<file path="config.mk">
export PLATFORM = sky130hd
export DESIGN_NAME = sorted_deadline_timer_queue
export DESIGN_NICKNAME = d
export VERILOG_FILES = /design/src/sv/sdtq_pkg.sv /design/src/sv/sdtq_datapath.sv /design/src/sv/sdtq_ctrl.sv /design/src/sv/sorted_deadline_timer_queue.sv
export SDC_FILE = /design/constraint.sdc
export NUM_CORES = 2
export LEC_CHECK = 0
export ABC_AREA = 0
export BUFFER_PORTS_ARGS = -buffer_cell sky130_fd_sc_hd__buf_2
export CAP_MARGIN = 5
export CORE_MARGIN = 10
export CORE_UTILIZATION = 60
export CTS_CLUSTER_DIAMETER = 30
export DETAILED_ROUTE_END_ITERATION = 8
export GPL_ROUTABILITY_DRIVEN = 0
export GPL_TIMING_DRIVEN = 0
export PLACE_DENSITY = 0.76
export SYNTH_ARGS = -nofsm -noshare
export SYNTH_HDL_FRONTEND = slang
export SYNTH_SLANG_ARGS = --single-unit
</file>
<file path="constraint.sdc">
create_clock -name clk_i -period 16.3 [get_ports clk_i]
set_input_delay 2.445 -clock clk_i [delete_from_list [all_inputs] [get_ports clk_i]]
set_output_delay 2.445 -clock clk_i [all_outputs]
set_load 0.1 [all_outputs]
</file>
<file path="src/sv/sdtq_pkg.sv">
// Package for the sorted deadline timer queue: sizes, codes and transfer types.
package sdtq_pkg;

  localparam int unsigned QueueDepth = 16;
  localparam int unsigned MaxFire    = 16;
  localparam int unsigned IdxW       = $clog2(QueueDepth);
  localparam int unsigned CntW       = $clog2(QueueDepth + 1);
  localparam int unsigned FireW      = $clog2(MaxFire + 1);

  typedef enum logic {
    OP_TICK   = 1'b0,
    OP_INSERT = 1'b1
  } opcode_e;

  typedef enum logic [1:0] {
    ST_NONE   = 2'd0,
    ST_FIRED  = 2'd1,
    ST_REJECT = 2'd2
  } status_e;

  typedef struct packed {
    opcode_e     opcode;
    logic [15:0] delay_seconds;
    logic [7:0]  tag;
  } in_item_t;

  typedef struct packed {
    status_e     status;
    logic [7:0]  fired_tag;
    logic [15:0] fired_delay;
    logic        last;
  } result_t;

  typedef struct packed {
    logic [31:0] deadline;
    logic [15:0] delay;
    logic [7:0]  tag;
  } entry_t;

  // Controller to datapath.
  typedef struct packed {
    logic load_insert;
    logic tick;
    logic reject;
    logic ins_shift;
    logic ins_write;
    logic pop;
    logic none;
  } cmd_t;

  // Datapath to controller.
  typedef struct packed {
    logic full;
    logic ins_stop;
    logic due;
    logic next_due;
  } stat_t;

endpackage

</file>
<file path="src/sv/sdtq_datapath.sv">
// Datapath: time counter, sorted entry table, insert cursor and result register.
module sdtq_datapath (
  input  logic              clk_i,
  input  logic              rst_ni,
  input  sdtq_pkg::in_item_t item_i,
  input  sdtq_pkg::cmd_t    cmd_i,
  output sdtq_pkg::stat_t   stat_o,
  output logic              result_valid_o,
  output sdtq_pkg::result_t result_o
);

  sdtq_pkg::entry_t                 tbl_q [sdtq_pkg::QueueDepth];
  logic [31:0]                      time_q, time_d;
  logic [sdtq_pkg::CntW-1:0]        count_q, count_d;
  logic [sdtq_pkg::IdxW-1:0]        cursor_q;
  logic [sdtq_pkg::FireW-1:0]       fire_q;
  sdtq_pkg::entry_t                 new_q;
  logic                             valid_q;
  sdtq_pkg::result_t                res_q;

  logic [32:0]                      sum;
  logic [31:0]                      dead;
  logic [sdtq_pkg::IdxW-1:0]        prev_idx;
  logic [sdtq_pkg::FireW-1:0]       fire_nx;

  assign sum      = {1'b0, time_q} + {17'd0, item_i.delay_seconds};
  assign dead     = sum[32] ? 32'hFFFF_FFFF : sum[31:0];
  assign prev_idx = cursor_q - 1'b1;
  assign fire_nx  = fire_q + 1'b1;

  assign stat_o.full     = (count_q == sdtq_pkg::CntW'(sdtq_pkg::QueueDepth));
  assign stat_o.ins_stop = (cursor_q == '0) || (tbl_q[prev_idx].deadline <= new_q.deadline);
  assign stat_o.due      = (count_q != '0) && (tbl_q[0].deadline <= time_q)
                           && (fire_q < sdtq_pkg::FireW'(sdtq_pkg::MaxFire));
  assign stat_o.next_due = (count_q > sdtq_pkg::CntW'(1)) && (tbl_q[1].deadline <= time_q)
                           && (fire_nx < sdtq_pkg::FireW'(sdtq_pkg::MaxFire));

  always_comb begin
    time_d  = time_q;
    count_d = count_q;
    if (cmd_i.tick && (time_q != 32'hFFFF_FFFF)) begin
      time_d = time_q + 32'd1;
    end
    if (cmd_i.ins_write) begin
      count_d = count_q + 1'b1;
    end else if (cmd_i.pop) begin
      count_d = count_q - 1'b1;
    end
  end

  always_ff @(posedge clk_i or negedge rst_ni) begin
    if (!rst_ni) begin
      time_q  <= '0;
      count_q <= '0;
      valid_q <= 1'b0;
    end else begin
      time_q  <= time_d;
      count_q <= count_d;
      valid_q <= cmd_i.reject | cmd_i.none | cmd_i.pop;
    end
  end

  always_ff @(posedge clk_i) begin
    if (cmd_i.load_insert) begin
      new_q.deadline <= dead;
      new_q.delay    <= item_i.delay_seconds;
      new_q.tag      <= item_i.tag;
      cursor_q       <= count_q[sdtq_pkg::IdxW-1:0];
    end else if (cmd_i.ins_shift) begin
      cursor_q <= prev_idx;
    end
    if (cmd_i.load_insert || cmd_i.tick) begin
      fire_q <= '0;
    end else if (cmd_i.pop) begin
      fire_q <= fire_nx;
    end
    if (cmd_i.ins_shift) begin
      tbl_q[cursor_q] <= tbl_q[prev_idx];
    end else if (cmd_i.ins_write) begin
      tbl_q[cursor_q] <= new_q;
    end else if (cmd_i.pop) begin
      for (int i = 0; i < sdtq_pkg::QueueDepth - 1; i++) begin
        tbl_q[i] <= tbl_q[i+1];
      end
    end
    if (cmd_i.pop) begin
      res_q.status      <= sdtq_pkg::ST_FIRED;
      res_q.fired_tag   <= tbl_q[0].tag;
      res_q.fired_delay <= tbl_q[0].delay;
      res_q.last        <= ~stat_o.next_due;
    end else begin
      res_q.status      <= cmd_i.reject ? sdtq_pkg::ST_REJECT : sdtq_pkg::ST_NONE;
      res_q.fired_tag   <= '0;
      res_q.fired_delay <= '0;
      res_q.last        <= 1'b1;
    end
  end

  assign result_valid_o = valid_q;
  assign result_o       = res_q;

endmodule

</file>
<file path="src/sv/sdtq_ctrl.sv">
// Controller: accepts items, sequences the insert walk and the drain of due alarms.
module sdtq_ctrl (
  input  logic             clk_i,
  input  logic             rst_ni,
  input  logic             start_i,
  input  sdtq_pkg::opcode_e opcode_i,
  input  sdtq_pkg::stat_t  stat_i,
  output sdtq_pkg::cmd_t   cmd_o,
  output logic             busy_o
);

  typedef enum logic [1:0] {
    S_IDLE,
    S_INSERT,
    S_DRAIN
  } state_e;

  state_e state_q, state_d;
  logic   busy_q;

  always_comb begin
    cmd_o   = '0;
    state_d = state_q;
    case (state_q)
      S_IDLE: begin
        if (start_i) begin
          if (opcode_i == sdtq_pkg::OP_INSERT) begin
            if (stat_i.full) begin
              cmd_o.reject = 1'b1;
            end else begin
              cmd_o.load_insert = 1'b1;
              state_d           = S_INSERT;
            end
          end else begin
            cmd_o.tick = 1'b1;
            state_d    = S_DRAIN;
          end
        end
      end
      S_INSERT: begin
        if (stat_i.ins_stop) begin
          cmd_o.ins_write = 1'b1;
          state_d         = S_DRAIN;
        end else begin
          cmd_o.ins_shift = 1'b1;
        end
      end
      S_DRAIN: begin
        if (stat_i.due) begin
          cmd_o.pop = 1'b1;
          if (!stat_i.next_due) begin
            state_d = S_IDLE;
          end
        end else begin
          cmd_o.none = 1'b1;
          state_d    = S_IDLE;
        end
      end
      default: state_d = S_IDLE;
    endcase
  end

  always_ff @(posedge clk_i or negedge rst_ni) begin
    if (!rst_ni) begin
      state_q <= S_IDLE;
      busy_q  <= 1'b0;
    end else begin
      state_q <= state_d;
      busy_q  <= (state_d != S_IDLE);
    end
  end

  assign busy_o = busy_q;

endmodule

</file>
<file path="src/sv/sorted_deadline_timer_queue.sv">
// Sorted deadline timer queue: saturating time counter and a deadline-ordered alarm table.
//
// Input: an item transfers on a rising edge with start_i high and busy_o low.
//   item_i.opcode selects a tick (time + 1, saturating) or an insert of an alarm
//   with deadline = time + delay_seconds (saturating), placed after equal deadlines.
// Output: each result is on result_o for one cycle with result_valid_o high;
//   the receiver cannot stall. Every due alarm fires in deadline order, the final
//   result of an item carries last. With nothing due, one status result is given;
//   an insert into a full table gives one reject result.
// Timing: a tick goes straight to the drain state; an insert first walks the table,
//   moving one entry per cycle past each entry with a later deadline, then writes
//   the new entry and goes to the drain state. There each fired alarm or the status
//   result is registered onto result_o; further fired alarms follow one per cycle.
//   A reject appears in the cycle after the transfer. busy_o drops in the cycle the
//   last result is shown, so the next item may transfer then.
// Reset: time and entry count clear to zero; table contents need no clearing.
module sorted_deadline_timer_queue (
  input  logic              clk_i,
  input  logic              rst_ni,
  input  logic              start_i,
  input  sdtq_pkg::in_item_t item_i,
  output logic              busy_o,
  output logic              result_valid_o,
  output sdtq_pkg::result_t result_o
);

  sdtq_pkg::cmd_t  cmd;
  sdtq_pkg::stat_t stat;

  sdtq_ctrl u_ctrl (
    .clk_i    (clk_i),
    .rst_ni   (rst_ni),
    .start_i  (start_i),
    .opcode_i (item_i.opcode),
    .stat_i   (stat),
    .cmd_o    (cmd),
    .busy_o   (busy_o)
  );

  sdtq_datapath u_dp (
    .clk_i          (clk_i),
    .rst_ni         (rst_ni),
    .item_i         (item_i),
    .cmd_i          (cmd),
    .stat_o         (stat),
    .result_valid_o (result_valid_o),
    .result_o       (result_o)
  );

endmodule

</file>
# Word-level counts from Yosys, hierarchy flattened
# Memory sizes are Yosys's and may differ from the RTL's.
# Index checks and enable logic that the tools add are counted.
# Widths: inputs -> output; s select.
# word_totals
register_bits	133
ram_bits	896
in_bits	28
mem_count	1
# op_classes
add_sub_neg	6
n_lt_le_gt_ge	6
n_eq_ne	4
n_mux	38
bitwise	4
n_reduce_logical	14
# mem_list
memory	words	word_bits	rd	rd_ports_with_merged_regs	wr	line	rtl
u_dp.tbl_q	16	56	17	0	15	sdtq_datapath.sv:12	sdtq_pkg::entry_t tbl_q [sdtq_pkg::QueueDepth];
# ops
operator	count
$mux 56	2
$le 32x32->1	3
$reduce_or 56->1	1
$add 32x16->33	1
$add 32x1->32 const B	1
$ne 32x32->1 const B	1
$mux 1	19
$mux 2	9
$mux 4	3
$add 5x1->5 const B	2
$lt 5x5->1 const B	2
$mux 5	2
$mux 3	2
$pmux 2 s3	1
$reduce_bool 2->1	3
$eq 5x5->1 const B	1
$gt 5x1->1 const B	1
$logic_and 1x1->1	5
$reduce_bool 5->1	1
$sub 5x1->5 const B	1
$logic_not 4->1	1
$sub 4x1->4 const B	1
$or 1x1->1	3
$eq 2x1->1 const B	1
other kinds (4)	5

# Logic depth before layout (Yosys ltp)
# logic_depth
depth_word	11
mapped_depth	23
ltp_nobuf	15

# Hierarchy
# Synthesis repeated with hierarchy kept, for this count alone.
# unflattened
hier_cells	3361
hier_area_um2	50409.6
# by_module_without_submodules
mod	instances	cells_per_inst	area_per_inst_um2
sdtq_datapath	1	3344	50228.2
sdtq_ctrl	1	17	181.4

# Worst setup path before layout
# No wires, ideal clock.
# synth_path
path_kind	reg2reg
startpoint	reg u_dp.cursor_q[0] (netlist bit)
endpoint	mem u_dp.tbl_q[12][0] (netlist bit) (enable)
arrival_ns	5.357
setup_slack_ns	10.396
stages_incl_launch_ff	8
path_cell_list	edfxtp_1 > buf_2 > buf_2 > buf_2 > inv_1 > ha_1 > nand2_1 > o21ai_0
# synth_lines
element	line	rtl
from (decl)	sdtq_datapath.sv:15	logic [sdtq_pkg::IdxW-1:0] cursor_q;
from (signal assigned)	sdtq_datapath.sv:68	cursor_q <= count_q[sdtq_pkg::IdxW-1:0];
from (signal assigned)	sdtq_datapath.sv:70	cursor_q <= prev_idx;
to (decl)	sdtq_datapath.sv:12	

==> summary.md <==
| Metric | Value |
|---|---|
| Fin nets | roughly 3,900 |
| Number of fill cells | 5,339 |
| HPWL Detailed | 107,000 um |
| Final min period | 9.23 ns |
| Initial Utilization | 0.603 |
| Fmax | 0.108 GHz |
| Synth Flop Type | edfxtp_1 |
| Relative slew slack | 0.0426 |
| Vias in the first global route | 35,953 |
| Maximum fanout along the worst path | 10 |
| Layout cells sized above 1 | 0.234 |
| Synth Area in XOR/XNOR | 0.00872 |
| Total GRT Usage | 0.324 |
| Mux cell area share after synthesis | 0.123 |
| Complex-gate fraction of the synthesized area | 0.179 |
| Synth Cell Area | 0.0512 sq mm |
| Post-Synth Adder-Cell Area | 0.0302 |
| Die height | between 300 and 400 um |
| Hold-fix buffers, CTS | 0 |
| Worst min path class | flop to flop |
| Net count after synthesis | roughly 3,600 |
| Post-route ant nets | 0 |
| Die Wd | 312 um |
| Post-CTS Setup Inserts | 0 |
| Post-Syn Instances | 3,451 |
| Status | finished, final reports clean |
| Post-CTS Resized | 0 |
| Setup violators final | 0 |
| Die area | 0.0975 sq mm |
| Asr flop ratio synth | 0.0398 |
| Initial antenna violation count | 7 |
| Post-Synth Simple-Gate Area | 0.0320 |
| CTS Sinks | 1,029 |
| Worst Path Required | about 17 ns |
| Global-route wire length before repair | 235,000 um |
| Ys Warns | 0 |
| Crit end category | flop |
| Core area | 0.0849 sq mm |
| Seq cells post-synth | approximately 1,000 |
| Grt ovf | 0 |
| Sequential area share after synthesis | 0.593 |
| Period utilization | 0.567 |
| Clock Latency Late Sink | slightly above 0.8 ns |
| Row count | 107 |
| Vias post-DR | 35,475 |
| # H-tree levels | 4 |
| Met2 WL | roughly 73,000 um |
| Netlist cell types | 65 |
| Kind of critical path | flop to flop |
| Largest net degree at the start of global routing | 42 |
| Worst Setup Start Kind | flop |
| Number of flops mapped to enable cells by yosys | 956 |
| Synth-to-Final Area Change | 19.3% |
| DR WL met3 | 19,300 um |
| Starting DRC count in detailed routing | around 4,800 |
| Drt wl/cell | 31.4 um |
| Fin. Hold Viols | 0 |
| Residual DRC | 0 |
| Worst-margin pin slew | ~1.4 ns |
| Routed wire length | about 160,000 um |
| Highest metal used | met5 |
| Vias per cell | between 6 and 7 |
| Unrepaired setup endpoints after global routing | false |
| Largest family of logic cells by synthesized area | compound AO/OA/AOI/OAI gates |
| First drt pass iteration count | 7 |
| Met1 wire length | about 57,000 um |
| CTS tree | yes |
| Max Root-Sink Buffers | 3 |
| Top Ports | 57 |
| CP Data Arrival Time | 9.74 ns |
| Root Buffer | clkbuf_16 |
| Layout Skew | 0.0530 ns |
| CTS Buf Count | just over 200 |
| Setup TNS | 0 ns |
| Port bufs | between 50 and 60 |
| Pins Over Slew Limit | 0 |
| Clock slew seen by the registers of the worst setup and hold paths | ~0.05 ns |
| Syn avg cell area | ~15 sq um |
| Number of max-cap violations | 0 |
worst paths after layout:
kind,start,to,slack [ns],cells after the start
setup / recovery,u_dp.cursor_q[0],u_dp.tbl_q[15][8],7.07,21
hold / removal,u_dp.tbl_q[0][4],u_dp.result_o[21],0.48,1
setup reg to reg,u_dp.cursor_q[0],u_dp.tbl_q[15][8],7.07,21
hold reg to reg,u_dp.tbl_q[0][4],u_dp.result_o[21],0.48,1
max in group asynchronous,rst_ni,u_dp.count_q[3],13.66,1
min in group asynchronous,rst_ni,u_dp.result_valid_o,1.85,1
cells in the mapped netlist, types with 34 or more instances:
| cell type | number | share of area |
|---|---|---|
| nand2_1 | 139 | 0.010 |
| o22ai_1 | 58 | 0.0071 |
| nor2_1 | 39 | 0.0029 |
| o21ai_0 | 98 | 0.0096 |
| inv_1 | 131 | 0.0096 |
| clkbuf_1 | 80 | 0.0059 |
| dfrtp_1 | 41 | 0.020 |
| buf_2 | 107 | 0.010 |
| nand4_1 | 34 | 0.0042 |
| xnor2_1 | 42 | 0.0072 |
| mux2i_1 | 34 | 0.0066 |
| ha_1 | 122 | 0.030 |
| edfxtp_1 | 956 | 0.56 |
| mux4_2 | 248 | 0.11 |
| o21a_1 | 843 | 0.12 |
| a21oi_1 | 77 | 0.0075 |
| buf_1 | 56 | 0.0041 |
area by class of cell:
| class | instances | area (sq um) | share of cell area |
|---|---|---|---|
| Buffer | 273 | 1280 | 0.0209 |
| Tap cell | 1144 | 1430 | 0.0234 |
| Multi-Input combinational cell | 2017 | 19200 | 0.315 |
| Sequential cell | 1029 | 30400 | 0.497 |
| Clock inverter | 131 | 1760 | 0.0289 |
| Timing Repair Buffer | 97 | 1110 | 0.0182 |
| Antenna cell | 2 | 5.00 | 0.0000819 |
| Inverter | 132 | 495 | 0.00811 |
| Clock buffer | 250 | 5380 | 0.0880 |
routing by layer:
metal	up-vias	GRT usage
met2	2622	0.495
li1	14373	-
met1	17905	0.411
met3	573	0.0933
met5	-	0
met4	2	0.194
registers in the layout, indices dropped and copies added, names as in the netlist:
register / count
u_dp.cursor_q: 4
u_dp.time_q: 32
u_dp.result_o: 27
u_dp.fire_q: 5
u_dp.new_q: 56
u_ctrl.state_q: 2
u_dp.tbl_q: 896
u_dp.result_valid_o: 1
u_dp.count_q: 5
u_ctrl.busy_o: 1
through the flow:
step	std cells	hold WS, ns	area [sq um]	setup slack, ns	util
2_1_floorplan	3451	0.442	51200	10.40	-
3_3_place_gp	4651	0.452	52900	4.79	0.624
3_5_place_dp	4688	0.458	53900	7.60	0.635
4_1_cts	5069	0.479	61000	7.46	0.719
5_1_grt	5073	0.500	61100	6.90	0.720
6_report	5075	0.480	61100	7.07	0.720
logic make-up (layout without fill, tap and decap cells):
kind of cell               count (synthesis)  after routing
AOI/OAI and AO/OA                       1195           1195
DFF                                     1029           1029
buffers and inverters                    405            883
and+or+nand+nor                          333            333
muxes                                    315            315
adders and majority gates                123            123
xor gates and xnor gates                  51             51
other                                      0              2
layout by cell type, fill, tap and decap left out, types with 56 or more instances in the layout:
| cell type | Yosys | final |
|---|---|---|
| a21oi_1 | 77 | 77 |
| buf_1 | 56 | 56 |
| buf_2 | 107 | 163 |
| clkbuf_1 | 80 | 116 |
| clkbuf_16 | 0 | 204 |
| edfxtp_1 | 956 | 956 |
| ha_1 | 122 | 122 |
| inv_1 | 131 | 130 |
| mux4_2 | 248 | 248 |
| nand2_1 | 139 | 139 |
| o21a_1 | 843 | 843 |
| o21ai_0 | 98 | 83 |
| o22ai_1 | 58 | 58 |
critical path, cell delays in order, from the launching register on:
cell and delay, ns:
edfxtp_1 0.42, buf_2 0.26, buf_2 0.49, buf_2 0.50, inv_1 0.19, ha_1 0.33, clkbuf_1 0.35, buf_2 0.47
buf_1 1.08, mux4_2 0.43, mux2_2 0.28, o21ai_0 0.52, inv_1 0.11, ha_1 0.35, nand4_1 0.16, nor2_1 0.08
a221oi_1 0.27, o211ai_1 0.24, nor3_1 0.60, clkbuf_1 1.00, buf_1 0.52, o22ai_1 0.24
Power is left out: the tool's default activity adds up to more than one toggle a clock period on the data nets, which glitch-free logic cannot reach.
